==> src/rtl/agdfs_pkg.sv <==
`timescale 1ns / 1ps
// Shared types and constants for the adjacency graph depth-first search block.
// No dependencies; every other file refers to this package by scoped names.
package agdfs_pkg;

	localparam int VTX_N = 32;              // vertices held in the matrix
	localparam int IDX_W = 5;               // bits of a vertex index
	localparam int LVL_W = 6;               // bits of the walk depth, holds VTX_N
	localparam int CNT_W = 6;               // bits of the vertex count register

	typedef logic [IDX_W-1:0] vtx_t;
	typedef logic [VTX_N-1:0] row_t;
	typedef logic [LVL_W-1:0] lvl_t;

	typedef enum logic [1:0] {
		CMD_ADD    = 2'd0,
		CMD_REMOVE = 2'd1,
		CMD_QUERY  = 2'd2
	} cmd_t;

	typedef enum logic {
		ST_IDLE,
		ST_WALK
	} state_t;

	// Update request for the adjacency matrix: one symmetric pair per beat.
	typedef struct packed {
		logic en;
		logic set;
		vtx_t a;
		vtx_t b;
	} adj_wr_t;

endpackage

==> src/rtl/adjacency_graph_dfs_component.sv <==
`timescale 1ns / 1ps
// Top level of the adjacency graph depth-first search block.
// Depends on agdfs_pkg, agdfs_adj and agdfs_scan.
//
// Add and remove edge write the matrix at the next clock edge, and busy never
// rises for them. A query from an in-range start holds busy until the walk has
// left its start: each walk step is one pass through the shared scan unit
// (row read, mask, lowest-bit search) that either descends or backs up one
// level. Results come one per strobe, each one cycle wide, with no way to
// hold them off; the final beat of a query carries last. An out-of-range
// start gives a single beat with error and last set in the cycle after start.
module adjacency_graph_dfs_component (
	input  logic                         clk,
	input  logic                         arst_n,
	input  logic                         start,
	output logic                         busy,
	input  logic [1:0]                   command,
	input  logic [4:0]                   first_node,
	input  logic [4:0]                   second_node,
	input  logic                         cfg_wr_en,
	input  logic [agdfs_pkg::CNT_W-1:0]  cfg_wr_data,
	output logic                         strobe,
	output logic [4:0]                   vertex,
	output logic                         last,
	output logic                         error
);

	agdfs_pkg::state_t state_q, state_d;
	logic [agdfs_pkg::CNT_W-1:0] vc_q;
	logic [agdfs_pkg::CNT_W-1:0] n_eff;
	agdfs_pkg::row_t scan_mask;
	agdfs_pkg::row_t visited_q;
	agdfs_pkg::row_t adj_row;
	agdfs_pkg::lvl_t level_q;
	agdfs_pkg::lvl_t lvl_m1, lvl_m2;
	agdfs_pkg::vtx_t top_q, pend_q, scan_idx;
	agdfs_pkg::vtx_t stack_q [agdfs_pkg::VTX_N];
	agdfs_pkg::adj_wr_t adj_wr;
	logic scan_found;
	logic accept, a_ok, b_ok;
	logic q_start, q_err, push, pop, pop_end;
	logic strobe_q, last_q, error_q;
	agdfs_pkg::vtx_t vertex_q;

	assign accept = start && !busy;
	assign n_eff  = (vc_q > agdfs_pkg::CNT_W'(agdfs_pkg::VTX_N)) ?
		agdfs_pkg::CNT_W'(agdfs_pkg::VTX_N) : vc_q;
	assign a_ok   = {1'b0, first_node} < n_eff;
	assign b_ok   = {1'b0, second_node} < n_eff;
	assign lvl_m1 = level_q - agdfs_pkg::LVL_W'(1);
	assign lvl_m2 = level_q - agdfs_pkg::LVL_W'(2);

	always_comb begin
		for (int i = 0; i < agdfs_pkg::VTX_N; i++) begin
			scan_mask[i] = agdfs_pkg::CNT_W'(i) < n_eff;
		end
	end

	always_comb begin
		adj_wr.en  = accept && a_ok && b_ok &&
			(command == agdfs_pkg::CMD_ADD || command == agdfs_pkg::CMD_REMOVE);
		adj_wr.set = command == agdfs_pkg::CMD_ADD;
		adj_wr.a   = first_node;
		adj_wr.b   = second_node;
	end

	agdfs_adj u_adj (
		.clk     (clk),
		.arst_n  (arst_n),
		.wr      (adj_wr),
		.rd_addr (top_q),
		.rd_row  (adj_row)
	);

	agdfs_scan u_scan (
		.row       (adj_row),
		.visited   (visited_q),
		.scan_mask (scan_mask),
		.found     (scan_found),
		.index     (scan_idx)
	);

	// next state
	always_comb begin
		state_d = state_q;
		case (state_q)
			agdfs_pkg::ST_IDLE: begin
				if (q_start) state_d = agdfs_pkg::ST_WALK;
			end
			agdfs_pkg::ST_WALK: begin
				if (pop_end) state_d = agdfs_pkg::ST_IDLE;
			end
			default: state_d = agdfs_pkg::ST_IDLE;
		endcase
	end

	// sequencer controls
	always_comb begin
		busy    = 1'b0;
		q_start = 1'b0;
		q_err   = 1'b0;
		push    = 1'b0;
		pop     = 1'b0;
		pop_end = 1'b0;
		case (state_q)
			agdfs_pkg::ST_IDLE: begin
				q_start = accept && command == agdfs_pkg::CMD_QUERY && a_ok;
				q_err   = accept && command == agdfs_pkg::CMD_QUERY && !a_ok;
			end
			agdfs_pkg::ST_WALK: begin
				busy    = 1'b1;
				push    = scan_found && level_q < agdfs_pkg::LVL_W'(agdfs_pkg::VTX_N);
				pop     = !push && level_q != agdfs_pkg::LVL_W'(1);
				pop_end = !push && level_q == agdfs_pkg::LVL_W'(1);
			end
			default: ;
		endcase
	end

	always_ff @(posedge clk or negedge arst_n) begin
		if (!arst_n) begin
			state_q   <= agdfs_pkg::ST_IDLE;
			vc_q      <= agdfs_pkg::CNT_W'(agdfs_pkg::VTX_N);
			level_q   <= '0;
			visited_q <= '0;
			strobe_q  <= 1'b0;
		end else begin
			state_q  <= state_d;
			strobe_q <= q_err || push || pop_end;
			if (cfg_wr_en) vc_q <= cfg_wr_data;
			if (q_start) begin
				level_q   <= agdfs_pkg::LVL_W'(1);
				visited_q <= agdfs_pkg::row_t'(1) << first_node;
			end else if (push) begin
				level_q   <= level_q + agdfs_pkg::LVL_W'(1);
				visited_q <= visited_q | (agdfs_pkg::row_t'(1) << scan_idx);
			end else if (pop || pop_end) begin
				level_q <= lvl_m1;
			end
		end
	end

	// walk payload: the top vertex lives in top_q, those below it on the stack
	always_ff @(posedge clk) begin
		if (q_start) begin
			top_q  <= first_node;
			pend_q <= first_node;
		end else if (push) begin
			stack_q[lvl_m1[agdfs_pkg::IDX_W-1:0]] <= top_q;
			top_q  <= scan_idx;
			pend_q <= scan_idx;
		end else if (pop) begin
			top_q <= stack_q[lvl_m2[agdfs_pkg::IDX_W-1:0]];
		end
		// hold back one vertex so the final beat can carry last
		vertex_q <= q_err ? '0 : pend_q;
		last_q   <= q_err || pop_end;
		error_q  <= q_err;
	end

	assign strobe = strobe_q;
	assign vertex = vertex_q;
	assign last   = last_q;
	assign error  = error_q;

endmodule

==> src/rtl/agdfs_adj.sv <==
`timescale 1ns / 1ps
// Symmetric adjacency bit matrix, cleared at reset, with one row read port.
// Depends on agdfs_pkg.
module agdfs_adj (
	input  logic              clk,
	input  logic              arst_n,
	input  agdfs_pkg::adj_wr_t wr,
	input  agdfs_pkg::vtx_t    rd_addr,
	output agdfs_pkg::row_t    rd_row
);

	agdfs_pkg::row_t rows_q [agdfs_pkg::VTX_N];

	always_ff @(posedge clk or negedge arst_n) begin
		if (!arst_n) begin
			for (int i = 0; i < agdfs_pkg::VTX_N; i++) begin
				rows_q[i] <= '0;
			end
		end else if (wr.en) begin
			// a self loop lands on the same bit twice, which is harmless
			for (int i = 0; i < agdfs_pkg::VTX_N; i++) begin
				if (agdfs_pkg::vtx_t'(i) == wr.a) begin
					rows_q[i][wr.b] <= wr.set;
				end
				if (agdfs_pkg::vtx_t'(i) == wr.b) begin
					rows_q[i][wr.a] <= wr.set;
				end
			end
		end
	end

	assign rd_row = rows_q[rd_addr];

endmodule

==> src/rtl/agdfs_scan.sv <==
`timescale 1ns / 1ps
// Shared scan unit: lowest unvisited in-range neighbour of one row.
// Depends on agdfs_pkg.
module agdfs_scan (
	input  agdfs_pkg::row_t row,
	input  agdfs_pkg::row_t visited,
	input  agdfs_pkg::row_t scan_mask,
	output logic            found,
	output agdfs_pkg::vtx_t index
);

	agdfs_pkg::row_t cand;

	assign cand  = row & scan_mask & ~visited;
	assign found = |cand;

	always_comb begin
		index = '0;
		for (int i = agdfs_pkg::VTX_N - 1; i >= 0; i--) begin
			if (cand[i]) begin
				index = agdfs_pkg::vtx_t'(i);
			end
		end
	end

endmodule
==> config.mk <==
export PLATFORM = sky130hd
export DESIGN_NAME = adjacency_graph_dfs_component
export DESIGN_NICKNAME = d
export VERILOG_FILES = /design/src/rtl/agdfs_pkg.sv /design/src/rtl/adjacency_graph_dfs_component.sv /design/src/rtl/agdfs_adj.sv /design/src/rtl/agdfs_scan.sv
export SDC_FILE = /design/constraint.sdc
export NUM_CORES = 2
export LEC_CHECK = 0
export ABC_AREA = 0
export BUFFER_PORTS_ARGS = -buffer_cell sky130_fd_sc_hd__buf_4
export CORE_UTILIZATION = 58
export DETAILED_ROUTE_END_ITERATION = 7
export PLACE_DENSITY = 0.77
export SLEW_MARGIN = 20
export SYNTH_ARGS = -nofsm -noshare
export SYNTH_HDL_FRONTEND = slang
export SYNTH_HIERARCHICAL = 1
export SYNTH_SLANG_ARGS = --single-unit
export TNS_END_PERCENT = 1
==> constraint.sdc <==
create_clock -name clk -period 4.4 [get_ports clk]
set_clock_uncertainty 0.05 [all_clocks]
set_input_delay 0 -clock clk [delete_from_list [all_inputs] [get_ports clk]]
set_output_delay 0 -clock clk [all_outputs]
set_load 0.02 [all_outputs]
# Yosys cells after proc, flatten, opt, wreduce, memory -nomap -nowiden
# Memory sizes are Yosys's and may differ from the RTL's.
# Cells that the tools add are included.
word_totals:
  elab_cells: 410
  n_memories: 1
  output_inout_bits: 9
  regBits: 1087
  mem_bits_rw: 160
  input_bits: 22
memory_table:
  columns: ["name", "words", "word_bits", "read_ports", "rd_ports_with_merged_regs", "wr", "line", "rtl"]
  rows:
  - ["stack_q", 32, 5, 1, 0, 1, "adjacency_graph_dfs_component.sv:37", "agdfs_pkg::vtx_t stack_q [agdfs_pkg::VTX_N];"]
op_classes:
  n_reduce_logical: 27
  muxes: 222
  order_cmp: 41
  n_shift: 2
  eq_ne: 66
  addsub: 3
  n_bitwise: 6
op_table:
  columns: ["op", "count"]
  rows:
  - ["$mux 32", 100]
  - ["$bwmux 32", 64]
  - ["$mux 5", 37]
  - ["$bmux 32 s5", 1]
  - ["$eq 5x5->1 const A", 32]
  - ["$lt 5x6->1 const A", 16]
  - ["$eq 4x5->1 const A", 16]
  - ["$and 32x32->32", 2]
  - ["$shl 1x5->32 const A", 2]
  - ["$lt 4x6->1 const A", 8]
  - ["$eq 3x5->1 const A", 8]
  - ["$not 32->32", 1]
  - ["$or 32x32->32", 1]
  - ["$reduce_or 32->1", 1]
  - ["$lt 3x6->1 const A", 4]
  - ["$mux 6", 4]
  - ["$eq 2x5->1 const A", 4]
  - ["$mux 1", 13]
  - ["$logic_and 1x1->1", 12]
  - ["$lt 1x6->1 const A", 2]
  - ["$lt 2x6->1 const A", 2]
  - ["$lt 5x6->1", 2]
  - ["$lt 5x6->1 const B", 2]
  - ["$demux 1 s5", 2]
  - ["21 further kinds", 31]

# Logic depth before layout (Yosys ltp)
logic_depth:
  depth_word: 42
  ltp_mapped: 20
  depth_no_buf: 16

# Cells and area by module
# The synthesis kept the hierarchy.
modules_own_cells:
  columns: ["mod", "area_each_um2", "instances", "seq_area_each_um2", "cells_per_inst"]
  rows:
  - ["agdfs_adj", 53037.1, 1, 25624.6, 4691]
  - ["adjacency_graph_dfs_component", 9854.5, 1, 6397.4, 716]
  - ["agdfs_scan", 764.5, 1, 0.0, 106]

# Worst setup path after synthesis
# Ideal clock, no wire load.
synth_timing:
  path_type: "register -> register"
  start: "register top_q[1]"
  end: "register top_q[2] (data pin)"
  setup_ps: 146
  synth_period_minus_slack_ps: 4289
  t_arrival_ps: 4093
  stages_incl_launch_ff: 20
  t_required_ps: 4204
  slack_ps: 111
  path_buffers: 5
  cell_sequence: "edfxtp_1 -> buf_2 -> buf_2 -> buf_2 -> buf_2 -> mux2i_1 -> a22oi_1 -> a31oi_1 -> nand3_1 -> and3b_2 -> a211oi_1 -> nand2b_1 -> nor2_1 -> nand3b_1 -> nor2b_1 -> buf_2 -> nand2_1 -> nand2_1 -> or4_1 -> a21oi_1"
synth_between:
  elab_cells_between_ends: 43
  classes_between: "mux (38); bitwise (3); reduce/logical (2)"
synth_lines:
  columns: ["element", "line", "rtl"]
  rows:
  - ["from (decl)", "adjacency_graph_dfs_component.sv:36", "agdfs_pkg::vtx_t top_q, pend_q, scan_idx;"]
  - ["from (signal assigned)", "adjacency_graph_dfs_component.sv:146", "top_q <= first_node;"]
  - ["from (signal assigned)", "adjacency_graph_dfs_component.sv:150", "top_q <= scan_idx;"]
  - ["from (signal assigned)", "adjacency_graph_dfs_component.sv:153", "top_q <= stack_q[lvl_m2[agdfs_pkg::IDX_W-1:0]];"]
  - ["$not 5->6 (implied by the code)", "agdfs_adj.sv:32", "assign rd_row = rows_q[rd_addr];"]
  - ["$bmux 32 s5", "agdfs_adj.sv:32", null]
  - ["$mux 32 (implied by the code) (2 in a row)", "agdfs_adj.sv:32", null]
  - ["named net adj_row[28]", "adjacency_graph_dfs_component.sv:33", "agdfs_pkg::row_t adj_row;"]
  - ["$and 32x32->32 (2 in a row)", "agdfs_scan.sv:14", "assign cand = row & scan_mask & ~visited;"]
  - ["$reduce_or 32->1", "agdfs_scan.sv:15", "assign found = |cand;"]
  - ["named net scan_found", "adjacency_graph_dfs_component.sv:39", "logic scan_found;"]
  - ["$logic_and 1x1->1", "adjacency_graph_dfs_component.sv:112", "push = scan_found && level_q < agdfs_pkg::LVL_W'(agdfs_pkg::VTX_N);"]
  - ["$mux 1", "adjacency_graph_dfs_component.sv:105", "case (state_q)"]
  - ["$mux 5", "adjacency_graph_dfs_component.sv:148", "end else if (push) begin"]
  - ["$mux 5", "adjacency_graph_dfs_component.sv:145", "if (q_start) begin"]
# The timed path passes the listed nets, and every way through them passes these cells. The select of a mux whose other input is x is not followed.
# A chain may end at the register's enable or synchronous reset.

# Worst setup path in the final report
# Ends and elaborated chain as after synthesis.

==> flow_metrics.tcl <==
set metrics [dict create \
    syn-instance-count 5513 \
    dieArea_um2 111000 \
    cp.required_ns 4.84 \
    peakVddDrop_v 0.000628 \
    startpoint_type "register" \
    synth_edf_count 170 \
    vias_per_cell 7.06 \
    end_kind "register" \
    timing.rr.start "top_q[1]" \
    holdCritPathClass "input port to asynchronous set/reset pin" \
    violations "setup timing" \
    period_minus_slack_ns 4.50 \
    syn2layout_area_growth_pct 13.4 \
    wl_per_cell_um 29.7 \
    final_layout_size_suffix_gt1_share_pct 31.0 \
    cts.sinks 1247 \
    track_usage_pct 37.3 \
    min_period_over_period_pct 102 \
    die_h_um 333 \
    clk_latency_ns 0.77 \
    crit_start "top_q[1]" \
    htree_levels 4 \
    slew_violations 0 \
    slew_headroom_pct 17.5 \
    fp.dieW_um 333 \
    r2r-end "top_q[2]" \
    grt_max_degree 266 \
    setup_tns_ns -0.887 \
    grt-ovfl-total 0 \
    place_ws_ns -0.221 \
    yosysUniqueCellTypes 82 \
    setup_viol 44 \
    cts_buffer_depth 3 \
    avgSynthCellArea_um2 11.5 \
    worstSetupPathType "register to register" \
    dpl.hpwl_mm 133 \
    cp.arrival_ns 4.94 \
    fin_ws_ns -0.0995 \
    cts_tree "yes" \
    syn_nets 5552 \
    placed_cells 6810 \
    worstPathMaxFanout 14 \
    clk_pin_slew_ns 0.06 \
    drt.antenna.violating_nets 0 \
    initial_core_util_pct 58.5 \
    routed_wl_mm 211 \
    max_freq_mhz 222 \
    hold_viol 0 \
    synth_seq_area_share_pct 50.3 \
    place_congestion 1.00 \
    ys_warn_count 6 \
    maxCapViolations 0 \
    io_buffers 30 \
    ff2ff_path_depth 17 \
    synthArstFlopShare_pct 85.8 \
    pin_count 31 \
    leakage_nw 32.7 \
    drt_first_pass_iters 8 \
    grt_pass1_wl_mm 314 \
    status "finished, violations left" \
    rsz0062_at_grt "true" \
    rows 121 \
    worst_pin_slew_ns 1.23 \
    num_vias 50037 \
    numCtsBuffers 133 \
    drtIter0Drc 7499 \
    rrSetupSlack_ns -0.1 \
    core_area_um2 109000 \
    grt_pass1_vias 49232 \
    root_buffer "clkbuf_16" \
    stdcell_count 7084 \
    synth_flop_cell "dfrtp_1" \
    nets 5607 \
    ys_ff_latch 1247 \
    p_per_area_nw_per_um2 562 \
    drc 0 \
    netlist_area_um2 63700 \
    grt_antenna_before_repair 6 \
]
-- stage by stage --
step	util (%)	hold WS, ns	power (mW)	cell area (um^2)
2_1_floorplan	-	-0.346	21.2	63700
3_3_place_gp	61.5	0.0741	27.7	67000
3_5_place_dp	61.5	0.0778	27.9	67000
4_1_cts	66.1	0.00514	39.7	71900
5_1_grt	66.3	0.0219	41.6	72200
6_report	66.3	0.0142	40.6	72200
-- worst max-delay path, cell delays in order (launching register included) --
cell and delay [ns]:
edfxtp_1 0.40, buf_12 0.23, buf_12 0.22, buf_4 0.31, mux2i_1 0.27, a22oi_1 0.19, a31oi_2 0.31, nand3_1 0.09
and3b_2 0.25, a211oi_2 0.24, buf_4 0.15, nand2b_1 0.06, nor2_1 0.17, nand3b_1 0.22, and3b_2 0.36, buf_4 0.17
a221oi_1 0.37, a21oi_1 0.13
-- cells by family after synthesis --
family	count (synthesis)	synth area share (%)
flip-flops	1247	50.3
AND/OR/NAND/NOR	1132	8.21
XOR/XNOR	13	0.179
AO/OA/AOI/OAI	1018	10.3
adder cells (fa/ha/maj)	17	0.334
multiplexers	1548	27.1
buffers and inverters	538	3.50
-- cells in the mapped netlist, drive strengths merged (3+ instances only) --
library cell | count | share of area [%]
dfrtp | 1069 | 42
mux2 | 981 | 17
nand2 | 613 | 3.6
mux2i | 524 | 8.2
o22ai | 416 | 4.1
clkbuf | 318 | 1.9
buf | 199 | 1.5
edfxtp | 170 | 8.0
nand3 | 169 | 1.3
a22oi | 168 | 2.0
a21oi | 153 | 1.2
nor2 | 137 | 0.82
o21ai | 99 | 0.80
nor3 | 72 | 0.66
a22o | 64 | 0.88
a31oi | 52 | 0.51
mux4 | 43 | 1.5
nand3b | 26 | 0.40
o31ai | 21 | 0.25
inv | 20 | 0.12
nand2b | 20 | 0.20
ha | 17 | 0.33
nor2b | 17 | 0.18
nor3b | 17 | 0.27
and2 | 14 | 0.14
and3 | 9 | 0.088
and3b | 9 | 0.13
xnor2 | 9 | 0.12
a221oi | 8 | 0.12
a32oi | 7 | 0.096
dfxtp | 7 | 0.22
o22a | 7 | 0.098
or2 | 7 | 0.069
or3 | 7 | 0.069
o32ai | 6 | 0.083
a211oi | 4 | 0.047
nor4 | 4 | 0.086
xor2 | 4 | 0.055
nand4 | 3 | 0.029
or4 | 3 | 0.035
-- cell type report --
cell class | count | area [um^2]
Fill cell | 7751 | 36700
Sequential cell | 1247 | 32000
Multi-Input combinational cell | 3728 | 29800
Timing Repair Buffer | 437 | 4010
Clock buffer | 196 | 3930
Tap cell | 1414 | 1770
Clock inverter | 40 | 606
Inverter | 21 | 78.8
Antenna cell | 1 | 2.50
-- power by group --
group          total, mW  leakage, nW  switching (mW)  internal (mW)
Combinational       16.0         14.0            9.74           6.27
Clock               11.7         2.21            4.87           6.82
Sequential          12.9         16.5           0.404           12.5
-- cells in the final DEF (no fill, tap or decap), types with 37 or more instances in the layout --
cell,count
a21oi_1,152
a22o_1,64
a22oi_1,168
a31oi_1,37
buf_12,47
buf_4,350
clkbuf_16,134
dfrtp_1,1067
edfxtp_1,170
mux2_2,965
mux2i_1,522
mux4_2,43
nand2_1,598
nand3_1,163
nor2_1,100
nor3_1,56
o21ai_0,63
o22ai_1,413
-- worst max-delay path by stage --
stage / endpoint / slack (ns) / depth (start not counted)
floorplan: top_q[2] / 0.11 / 19
global placement: stack_q[3][1] / -0.18 / 17
detailed placement: visited_q[2] / -0.22 / 20
CTS: visited_q[9] / -0.02 / 20
global route: visited_q[11] / -0.12 / 21
finish: top_q[2] / -0.1 / 17
-- sequential cells by signal (all words and copies together) (netlist names) --
name	cells
visited_q	32
error	1
level_q	6
stack_q	160
state_q	1
strobe	1
vc_q	6
top_q	5
last	1
vertex	5
pend_q	5
u_adj/rows_q	1024
-- routing by layer --
metal | vias to the layer above | track usage [%] | routed length, um
met1 | 25300 | 51.1 | 81600
met5 | - | 0.564 | 148
met2 | 3504 | 55.0 | 92900
met3 | 684 | 9.75 | 24900
met4 | 10 | 18.6 | 11100
li1 | 20539 | - | -
-- what timing repair did --
| item | CTS | global route |
|---|---|---|
| setup buffers | 0 | 6 |
| hold endpoints to repair | 659 | 0 |
| setup endpoints to repair | 186 | 256 |
| hold buffers | 31 | 0 |
| pin swaps | 0 | 3 |
| gates resized for setup | 27 | 50 |
No activity file was read; power rests on OpenSTA's default activity.
